## config.mk

```make
export PLATFORM = sky130hd
export DESIGN_NAME = printable_varint_codec_unit
export DESIGN_NICKNAME = d
export VERILOG_FILES = /design/src/rtl/core/pvc_pkg.sv /design/src/rtl/core/pvc_enc.sv /design/src/rtl/core/pvc_dec.sv /design/src/rtl/core/printable_varint_codec_unit.sv
export SDC_FILE = /design/constraint.sdc
export NUM_CORES = 1
export LEC_CHECK = 0
export ABC_AREA = 0
export BUFFER_PORTS_ARGS = -buffer_cell sky130_fd_sc_hd__buf_2
export CAP_MARGIN = 25
export CORE_UTILIZATION = 45
export DETAILED_ROUTE_END_ITERATION = 8
export PLACE_DENSITY = 0.69
export SETUP_SLACK_MARGIN = 0.05
export SLEW_MARGIN = 20
export SYNTH_ARGS = -nofsm -noshare
export SYNTH_HDL_FRONTEND = slang
export SYNTH_SLANG_ARGS = --single-unit
```

## constraint.sdc

```tcl
create_clock -name aclk -period 8.6 [get_ports aclk]
set_clock_uncertainty 0.1 [all_clocks]
set_input_delay 2.15 -clock aclk [delete_from_list [all_inputs] [get_ports aclk]]
set_output_delay 2.15 -clock aclk [all_outputs]
set_load 0.02 [all_outputs]
```

## src/rtl/core/pvc_pkg.sv

```systemverilog
// Package for the printable varint codec: request and result structs,
// byte constants and the structs passed between the codec's submodules.
// Depends on nothing.
package pvc_pkg;

    localparam logic       FUNC_ENC   = 1'b0;
    localparam logic       FUNC_DEC   = 1'b1;

    localparam logic [7:0] TERM_BYTE  = 8'd96;
    localparam logic [7:0] POS_BASE   = 8'd64;
    localparam logic [7:0] DIGIT_BASE = 8'd32;

    localparam logic [1:0] FAULT_NONE = 2'd0;
    localparam logic [1:0] FAULT_OVF  = 2'd1;
    localparam logic [1:0] FAULT_BAD  = 2'd2;

    localparam int ENC_GROUPS = 5;

    typedef struct packed {
        logic               func;
        logic signed [31:0] value;
        logic [7:0]         in_byte;
    } pvc_in_t;

    typedef struct packed {
        logic [7:0]         out_byte;
        logic               last;
        logic [2:0]         enc_length;
        logic signed [31:0] decoded;
        logic               decoded_valid;
        logic [1:0]         fault;
    } pvc_out_t;

    typedef struct packed {
        logic [7:0] out_byte;
        logic       last;
        logic [2:0] enc_length;
    } enc_beat_t;

    typedef struct packed {
        logic signed [31:0] decoded;
        logic               decoded_valid;
        logic [1:0]         fault;
    } dec_res_t;

endpackage

```

## src/rtl/core/pvc_enc.sv

```systemverilog
// Encoder of the printable varint codec: a magnitude shift register that
// gives up one digit per emitted byte. Depends on pvc_pkg.
module pvc_enc
    import pvc_pkg::*;
(
    input  logic        aclk,
    input  logic        aresetn,
    input  logic        start,
    input  logic [31:0] value,
    input  logic        advance,
    output logic        busy,
    output enc_beat_t   beat
);

    typedef enum logic [1:0] {
        E_IDLE,
        E_FIRST,
        E_DIGIT
    } enc_state_t;

    enc_state_t  state_reg;
    logic [31:0] mag_reg;
    logic        neg_reg;
    logic [2:0]  len_reg;
    logic [2:0]  rem_reg;

    logic [ENC_GROUPS-1:0] grp_nz;
    logic [2:0]            digit_cnt;
    logic [2:0]            first_len;
    logic                  mag_zero;

    always_comb begin
        for (int i = 0; i < ENC_GROUPS; i++) begin
            grp_nz[i] = ((mag_reg >> (5 + 6 * i)) & 32'h3f) != 32'd0;
        end
        digit_cnt = 3'd0;
        for (int i = 0; i < ENC_GROUPS; i++) begin
            if (grp_nz[i]) begin
                digit_cnt = 3'(i + 1);
            end
        end
        mag_zero  = (mag_reg == 32'd0);
        first_len = mag_zero ? 3'd1 : (digit_cnt + 3'd2);
    end

    always_comb begin
        beat = '0;
        case (state_reg)
            E_FIRST: begin
                beat.enc_length = first_len;
                if (mag_zero) begin
                    beat.out_byte = TERM_BYTE;
                    beat.last     = 1'b1;
                end else begin
                    beat.out_byte = (neg_reg ? DIGIT_BASE : POS_BASE) + {3'b000, mag_reg[4:0]};
                end
            end
            E_DIGIT: begin
                beat.enc_length = len_reg;
                if (rem_reg != 3'd0) begin
                    beat.out_byte = DIGIT_BASE + {2'b00, mag_reg[5:0]};
                end else begin
                    beat.out_byte = TERM_BYTE;
                    beat.last     = 1'b1;
                end
            end
            default: beat = '0;
        endcase
    end

    assign busy = (state_reg != E_IDLE);

    always_ff @(posedge aclk) begin
        if (!aresetn) begin
            state_reg <= E_IDLE;
        end else begin
            case (state_reg)
                E_IDLE: begin
                    if (start) begin
                        mag_reg   <= value[31] ? (32'd0 - value) : value;
                        neg_reg   <= value[31];
                        state_reg <= E_FIRST;
                    end
                end
                E_FIRST: begin
                    if (advance) begin
                        if (mag_zero) begin
                            state_reg <= E_IDLE;
                        end else begin
                            mag_reg   <= mag_reg >> 5;
                            len_reg   <= first_len;
                            rem_reg   <= digit_cnt;
                            state_reg <= E_DIGIT;
                        end
                    end
                end
                E_DIGIT: begin
                    if (advance) begin
                        if (rem_reg != 3'd0) begin
                            mag_reg <= mag_reg >> 6;
                            rem_reg <= rem_reg - 3'd1;
                        end else begin
                            state_reg <= E_IDLE;
                        end
                    end
                end
                default: state_reg <= E_IDLE;
            endcase
        end
    end

endmodule

```

## src/rtl/core/pvc_dec.sv

```systemverilog
// Decoder of the printable varint codec: takes one byte per request and
// inserts its six-bit digit into the magnitude lane picked by the digit count.
// Depends on pvc_pkg.
module pvc_dec
    import pvc_pkg::*;
#(
    parameter int VALUE_BITS = 32
) (
    input  logic       aclk,
    input  logic       aresetn,
    input  logic       take,
    input  logic [7:0] in_byte,
    input  logic       emit,
    output logic       pending,
    output dec_res_t   res
);

    localparam int AccW = (VALUE_BITS < 32) ? VALUE_BITS : 32;

    logic [AccW-1:0] acc_reg;
    logic [2:0]      shift_reg;
    logic            neg_reg;
    logic            in_num_reg;
    logic            ovf_reg;
    logic            pend_reg;
    logic            bad_reg;

    logic            is_term;
    logic            is_bad;
    logic [7:0]      digit_full;
    logic [5:0]      digit;
    logic [AccW-1:0] ins;
    logic            lost;
    logic [31:0]     mag32;

    always_comb begin
        is_term    = (in_byte == TERM_BYTE);
        is_bad     = (in_byte < DIGIT_BASE) || (in_byte > TERM_BYTE);
        digit_full = in_byte - DIGIT_BASE;
        digit      = digit_full[5:0];
        ins        = '0;
        for (int p = 5; p < AccW; p++) begin
            ins[p] = (shift_reg == 3'((p - 5) / 6)) && digit[(p - 5) % 6];
        end
        lost = 1'b0;
        for (int j = 0; j < 6; j++) begin
            if (digit[j] && ((shift_reg == 3'd7) ||
                    ((5 + 6 * int'(shift_reg) + j) >= VALUE_BITS))) begin
                lost = 1'b1;
            end
        end
    end

    always_comb begin
        mag32 = 32'(acc_reg);
        res   = '0;
        if (bad_reg) begin
            res.fault = FAULT_BAD;
        end else begin
            res.decoded       = neg_reg ? (32'd0 - mag32) : mag32;
            res.decoded_valid = 1'b1;
            res.fault         = (in_num_reg && ovf_reg) ? FAULT_OVF : FAULT_NONE;
        end
    end

    assign pending = pend_reg;

    always_ff @(posedge aclk) begin
        if (!aresetn) begin
            acc_reg    <= '0;
            shift_reg  <= 3'd0;
            neg_reg    <= 1'b0;
            in_num_reg <= 1'b0;
            ovf_reg    <= 1'b0;
            pend_reg   <= 1'b0;
            bad_reg    <= 1'b0;
        end else if (emit) begin
            pend_reg   <= 1'b0;
            acc_reg    <= '0;
            shift_reg  <= 3'd0;
            neg_reg    <= 1'b0;
            in_num_reg <= 1'b0;
            ovf_reg    <= 1'b0;
        end else if (take) begin
            if (is_term) begin
                pend_reg <= 1'b1;
                bad_reg  <= 1'b0;
            end else if (is_bad) begin
                pend_reg   <= 1'b1;
                bad_reg    <= 1'b1;
                acc_reg    <= '0;
                shift_reg  <= 3'd0;
                neg_reg    <= 1'b0;
                in_num_reg <= 1'b0;
                ovf_reg    <= 1'b0;
            end else if (!in_num_reg) begin
                in_num_reg <= 1'b1;
                neg_reg    <= (in_byte < POS_BASE);
                acc_reg    <= AccW'(in_byte[4:0]);
                shift_reg  <= 3'd0;
                ovf_reg    <= 1'b0;
            end else begin
                acc_reg <= acc_reg | ins;
                if (lost) begin
                    ovf_reg <= 1'b1;
                end
                if (shift_reg != 3'd7) begin
                    shift_reg <= shift_reg + 3'd1;
                end
            end
        end
    end

endmodule

```

## src/rtl/core/printable_varint_codec_unit.sv

```systemverilog
// Printable varint codec top level: one request channel, one result register.
// An encode request passes through the encoder state register and then the result register,
// then gives one byte per cycle while the result register is free; an encoding is n = 1..7 bytes.
// A decode byte gives no result; an end or bad byte holds off requests until its result is registered.
// Synchronous active-low reset clears the decoder state, idles the encoder and empties the result register.
// Depends on pvc_pkg, pvc_enc and pvc_dec.
module printable_varint_codec_unit
    import pvc_pkg::*;
#(
    parameter int VALUE_BITS = 32
) (
    input  logic     aclk,
    input  logic     aresetn,
    input  logic     s_valid,
    output logic     s_ready,
    input  pvc_in_t  s_data,
    output logic     m_valid,
    input  logic     m_ready,
    output pvc_out_t m_data
);

    logic      accept;
    logic      out_free;
    logic      enc_busy;
    enc_beat_t enc_beat;
    logic      dec_pending;
    logic      dec_emit;
    dec_res_t  dec_res;
    logic      m_valid_reg;
    pvc_out_t  m_data_reg;

    assign s_ready  = !enc_busy && !dec_pending;
    assign accept   = s_valid && s_ready;
    assign out_free = !m_valid_reg || m_ready;
    assign dec_emit = out_free && dec_pending;

    pvc_enc u_enc (
        .aclk    (aclk),
        .aresetn (aresetn),
        .start   (accept && (s_data.func == FUNC_ENC)),
        .value   (s_data.value),
        .advance (out_free),
        .busy    (enc_busy),
        .beat    (enc_beat)
    );

    pvc_dec #(
        .VALUE_BITS (VALUE_BITS)
    ) u_dec (
        .aclk    (aclk),
        .aresetn (aresetn),
        .take    (accept && (s_data.func == FUNC_DEC)),
        .in_byte (s_data.in_byte),
        .emit    (dec_emit),
        .pending (dec_pending),
        .res     (dec_res)
    );

    always_ff @(posedge aclk) begin
        if (!aresetn) begin
            m_valid_reg <= 1'b0;
        end else if (enc_busy && out_free) begin
            m_valid_reg              <= 1'b1;
            m_data_reg.out_byte      <= enc_beat.out_byte;
            m_data_reg.last          <= enc_beat.last;
            m_data_reg.enc_length    <= enc_beat.enc_length;
            m_data_reg.decoded       <= '0;
            m_data_reg.decoded_valid <= 1'b0;
            m_data_reg.fault         <= FAULT_NONE;
        end else if (dec_emit) begin
            m_valid_reg              <= 1'b1;
            m_data_reg.out_byte      <= 8'd0;
            m_data_reg.last          <= 1'b1;
            m_data_reg.enc_length    <= 3'd0;
            m_data_reg.decoded       <= dec_res.decoded;
            m_data_reg.decoded_valid <= dec_res.decoded_valid;
            m_data_reg.fault         <= dec_res.fault;
        end else if (m_ready) begin
            m_valid_reg <= 1'b0;
        end
    end

    assign m_valid = m_valid_reg;
    assign m_data  = m_data_reg;

endmodule

```

==> results <==
- The number of vias per cell after detailed routing is 5.67.
- The initial cell density of the core is 0.469.
- Wires add up to 15.3 mm.
- The pin count of the biggest net entering global routing is 50.
- The number of flops mapped to enable cells by yosys is 85.
- The critical path data required time is 8640 ps.
- The number of nets in the final layout is 832.
- The commonest register cell after synthesis is sky130_fd_sc_hd__edfxtp_1.
- The library cell contributing the largest single delay on the critical path is sky130_fd_sc_hd__or4_4.
- The core occupancy in the finished layout is 0.553.
- The terminus of the critical flop-to-flop path is u_dec.ovf_reg.
- The min-delay analysis places its worst path in the category register to register.
- The worst hold path terminates at u_dec.pending.
- The DRC violations left is 0.
- The via count of the first global-routing pass came to 5062.
- The vertical die dimension is 126 um.
- The number of stages on the worst hold path is 2.
- The filler cell count is 1302.
- In the layout the commonest cells are 106 x sky130_fd_sc_hd__nor2_1, 92 x sky130_fd_sc_hd__buf_2, 85 x sky130_fd_sc_hd__edfxtp_1, 60 x sky130_fd_sc_hd__a21oi_1, 57 x sky130_fd_sc_hd__xor2_1.
- The worst path in the final design needs a cycle of 4340 ps, including I/O delays and setup.
- On the worst path, the slowest cell contributes a delay of 550 ps.
- 94 I/O pins were placed.
- Buffers inserted to repair hold after CTS numbered 0.
- Setup repair after global routing left no endpoint under its margin.
- STA classifies the critical path endpoint as a register.
- The via count is 5463.
- For this run, the top clock speed supported by timing is 231 MHz.
- The signal on the critical path passes through buf_2, or4_4, nor4_1, nand4_1, o21ai_0, xor2_1, a21oi_1.
- The initial antenna violation count came to 1.
- The minimum setup slack among reg-to-reg paths is 5430 ps.
- The count of synthesis-stage warnings from yosys is 0.
- Clock tree synthesis found a total of 128 sinks.
- The final non-filler cell total is 964.
- The flow ran to the end, and the final reports show no timing, DRC or antenna violations.
- The cell row count is 44.
- The worst hold path begins at u_dec.pending.
- Input and output buffers added on the ports amount to 92.
- The core area is 14800 um^2.
- The net count after synthesis is 750.
- The TritonCTS clock tree is built.
- The tool flagged a number of max-cap violations equal to 0.
- The detailed-placement wirelength estimate is 11.1 mm.
- At the later pin of the worst-skew pair, clock insertion delay measures 420 ps.
- The post-synthesis sequential element count is 128.
- The area of the mapped netlist is 6920 um^2.
- Routability-driven placement finished with a final weighted congestion of 0.801.
- Dividing total power by cell area gives a power density of 263 nW/um^2.
- The most common library cell in the layout ignoring fill and taps is sky130_fd_sc_hd__nor2_1.
- The number of cells produced by synthesis is 684.
- The leakage power figure is 3.19 nW.
- The initial detailed-routing violation count is 314.
- Compared with the post-synthesis result, the final layout area differs by 17.8%.
- The total clock buffers created by CTS is 17.
- A synthesized cell averages 10.1 um^2.
- The number of cell instances on the worst register-to-register path is 9.
- The global-route congestion overflow total is 0.
- The critical path is of the primary input to register type.
- The number of buffers inserted to repair setup after CTS is 0.
- The number of flip-flops in the largest register is 46.
- The proportion of register bits with asynchronous set or reset after synthesis is 0.
- The share of cells above drive strength 1 is 0.189.
- The final-report max-slew violation count is 0.
- The horizontal extent of the die is 126 um.
- The data arrival time at the worst-slack endpoint is 4380 ps.
- After clock tree synthesis, the clock-pin slew on the worst setup and hold paths is 50 ps.
- Of the available clock period, the critical path in the final layout requires 0.504.
- The peak supply drop is 0.000173 V.
- The number of nets with antenna violations after detailed routing is 0.
- The number of failing setup endpoints in the final timing report is 0.
- After detailed placement, the total cell area comes to 7530 um^2.
- The final hold violation count is 0.
- The maximum fanout along the worst path is 4.
- Total power for the finished layout comes to 2.14 mW.
- The kind of cell with the highest combined delay along the critical path is simple AND/OR/NAND/NOR gates.
- The tree is rooted in a sky130_fd_sc_hd__clkbuf_16.
- The accumulated negative setup slack is 0 ps.
- At the pin with the least slew margin, the transition time is 877 ps.
- With fillers left out, the area of the finished cells amounts to 8150 um^2.
- After detailed routing, the average wire length per cell comes to 15.9 um.
- Before antenna repair, the detailed router went through 5 iterations.
- The total of cells resized after clock tree synthesis is 0.
- The die outline area is 15900 um^2.
- The maximum number of buffers from clock root to sink is 2.
- Once placement completed, the tool counted placed cells totaling 930.
- The number of buffers and inverters on the critical path is 1.
- The overall track demand over capacity in global routing is 0.202.
- The first global-routing pass estimated 25.1 mm of wire.
- In this run the critical register-to-register path is launched from u_dec.shift_reg[1].
- The relative max-transition margin is 0.415.
- STA classifies the critical path startpoint as a primary input.
- The synthesized netlist contains 65 unique library cells.
- The clock tree synthesis step divided the H-tree into 4 levels.
- The share of synthesized area occupied by flip-flops and latches is 0.493.
[synthesized netlist by cell type, types with 4 or more instances]
| master | count | area (um^2) |
|---|---|---|
| sky130_fd_sc_hd__a22o_1 | 5 | 43.8 |
| sky130_fd_sc_hd__nand2_1 | 29 | 109 |
| sky130_fd_sc_hd__and2_1 | 8 | 50.1 |
| sky130_fd_sc_hd__a22oi_1 | 4 | 30.0 |
| sky130_fd_sc_hd__inv_1 | 24 | 90.1 |
| sky130_fd_sc_hd__nand4_1 | 4 | 25.0 |
| sky130_fd_sc_hd__edfxtp_1 | 85 | 2550 |
| sky130_fd_sc_hd__nor3_1 | 5 | 25.0 |
| sky130_fd_sc_hd__nor2b_1 | 5 | 31.3 |
| sky130_fd_sc_hd__o41ai_1 | 5 | 43.8 |
| sky130_fd_sc_hd__or4_4 | 4 | 45.0 |
| sky130_fd_sc_hd__a221oi_1 | 26 | 228 |
| sky130_fd_sc_hd__dfxtp_1 | 43 | 861 |
| sky130_fd_sc_hd__buf_1 | 6 | 22.5 |
| sky130_fd_sc_hd__or3_1 | 8 | 50.1 |
| sky130_fd_sc_hd__ha_1 | 20 | 250 |
| sky130_fd_sc_hd__and3_1 | 6 | 37.5 |
| sky130_fd_sc_hd__nand3_1 | 9 | 45.0 |
| sky130_fd_sc_hd__o31ai_1 | 19 | 143 |
| sky130_fd_sc_hd__nor2_1 | 107 | 402 |
| sky130_fd_sc_hd__xor2_1 | 57 | 499 |
| sky130_fd_sc_hd__nor4_1 | 8 | 50.1 |
| sky130_fd_sc_hd__nand3b_1 | 4 | 30.0 |
| sky130_fd_sc_hd__xnor2_1 | 8 | 70.1 |
| sky130_fd_sc_hd__o21ai_0 | 27 | 135 |
| sky130_fd_sc_hd__a31oi_1 | 7 | 43.8 |
| sky130_fd_sc_hd__nand2b_1 | 7 | 43.8 |
| sky130_fd_sc_hd__clkbuf_1 | 23 | 86.3 |
| sky130_fd_sc_hd__or4_1 | 5 | 37.5 |
| sky130_fd_sc_hd__mux2i_1 | 4 | 40.0 |
| sky130_fd_sc_hd__a21oi_1 | 60 | 300 |
[worst min-delay path: cells and delay by family (launching register included)]
family,cells,cell delay [ps]
compound gates,1,50
buf+inv,1,50
flops,1,320
[area by class of cell]
type	count	area, um^2	area share
clock inverter	8	70.1	0.00859
antenna	1	2.50	0.000307
multi-input combinational	496	3270	0.401
tap	184	230	0.0282
timing repair buffer	98	533	0.0654
sequential	128	3410	0.419
inverter	25	93.8	0.0115
clock buffer	24	537	0.0658
[power by group]
part           total (mW)  internal, mW  leakage [nW]  switching (mW)
clock               0.715         0.463         0.298           0.252
combinational       0.555         0.176          1.76           0.379
sequential          0.873         0.815          1.13          0.0588
total                2.14          1.45          3.19           0.690
[metal layers]
layer | global-route usage | up-vias | wire length [um]
met5 | 0 | - | 0
met4 | 0.0858 | 0 | 279
met3 | 0.0510 | 22 | 675
met2 | 0.308 | 145 | 7080
met1 | 0.273 | 2612 | 7300
li1 | - | 2684 | -
[how the worst max path moves through the flow]
stage,start,end,slack (ps),cells past startpoint
2_1_floorplan,m_ready,u_enc.mag_reg[0],3070,4
3_3_place_gp,s_data[22],u_enc.mag_reg[20],3880,7
3_5_place_dp,s_data[22],u_enc.mag_reg[22],3840,7
4_1_cts,s_data[22],u_enc.mag_reg[20],4280,7
5_1_grt,s_data[22],u_enc.mag_reg[24],4150,7
6_report,s_data[22],u_enc.mag_reg[22],4260,7
[kinds of logic (layout without fill, tap and decap cells)]
logic type | count (synthesis) | count (layout) | share of synthesized area
adders and majority gates | 21 | 21 | 0.0390
DFF | 128 | 128 | 0.493
xor gates and xnor gates | 66 | 66 | 0.0857
buffers and inverters | 60 | 155 | 0.0358
AOI/OAI and AO/OA | 176 | 176 | 0.175
and+or+nand+nor | 226 | 226 | 0.162
other | 1 | 2 | 0.000542
muxes | 6 | 6 | 0.00904
[through the flow]
step / setup WS [ps] / hold WS (ps)
after floorplan: 3070 / 339
after global placement: 3880 / 361
after detailed placement: 3840 / 364
after CTS: 4280 / 371
after global routing: 4150 / 412
final: 4260 / 372
No activity file was read; power rests on OpenSTA's default activity.
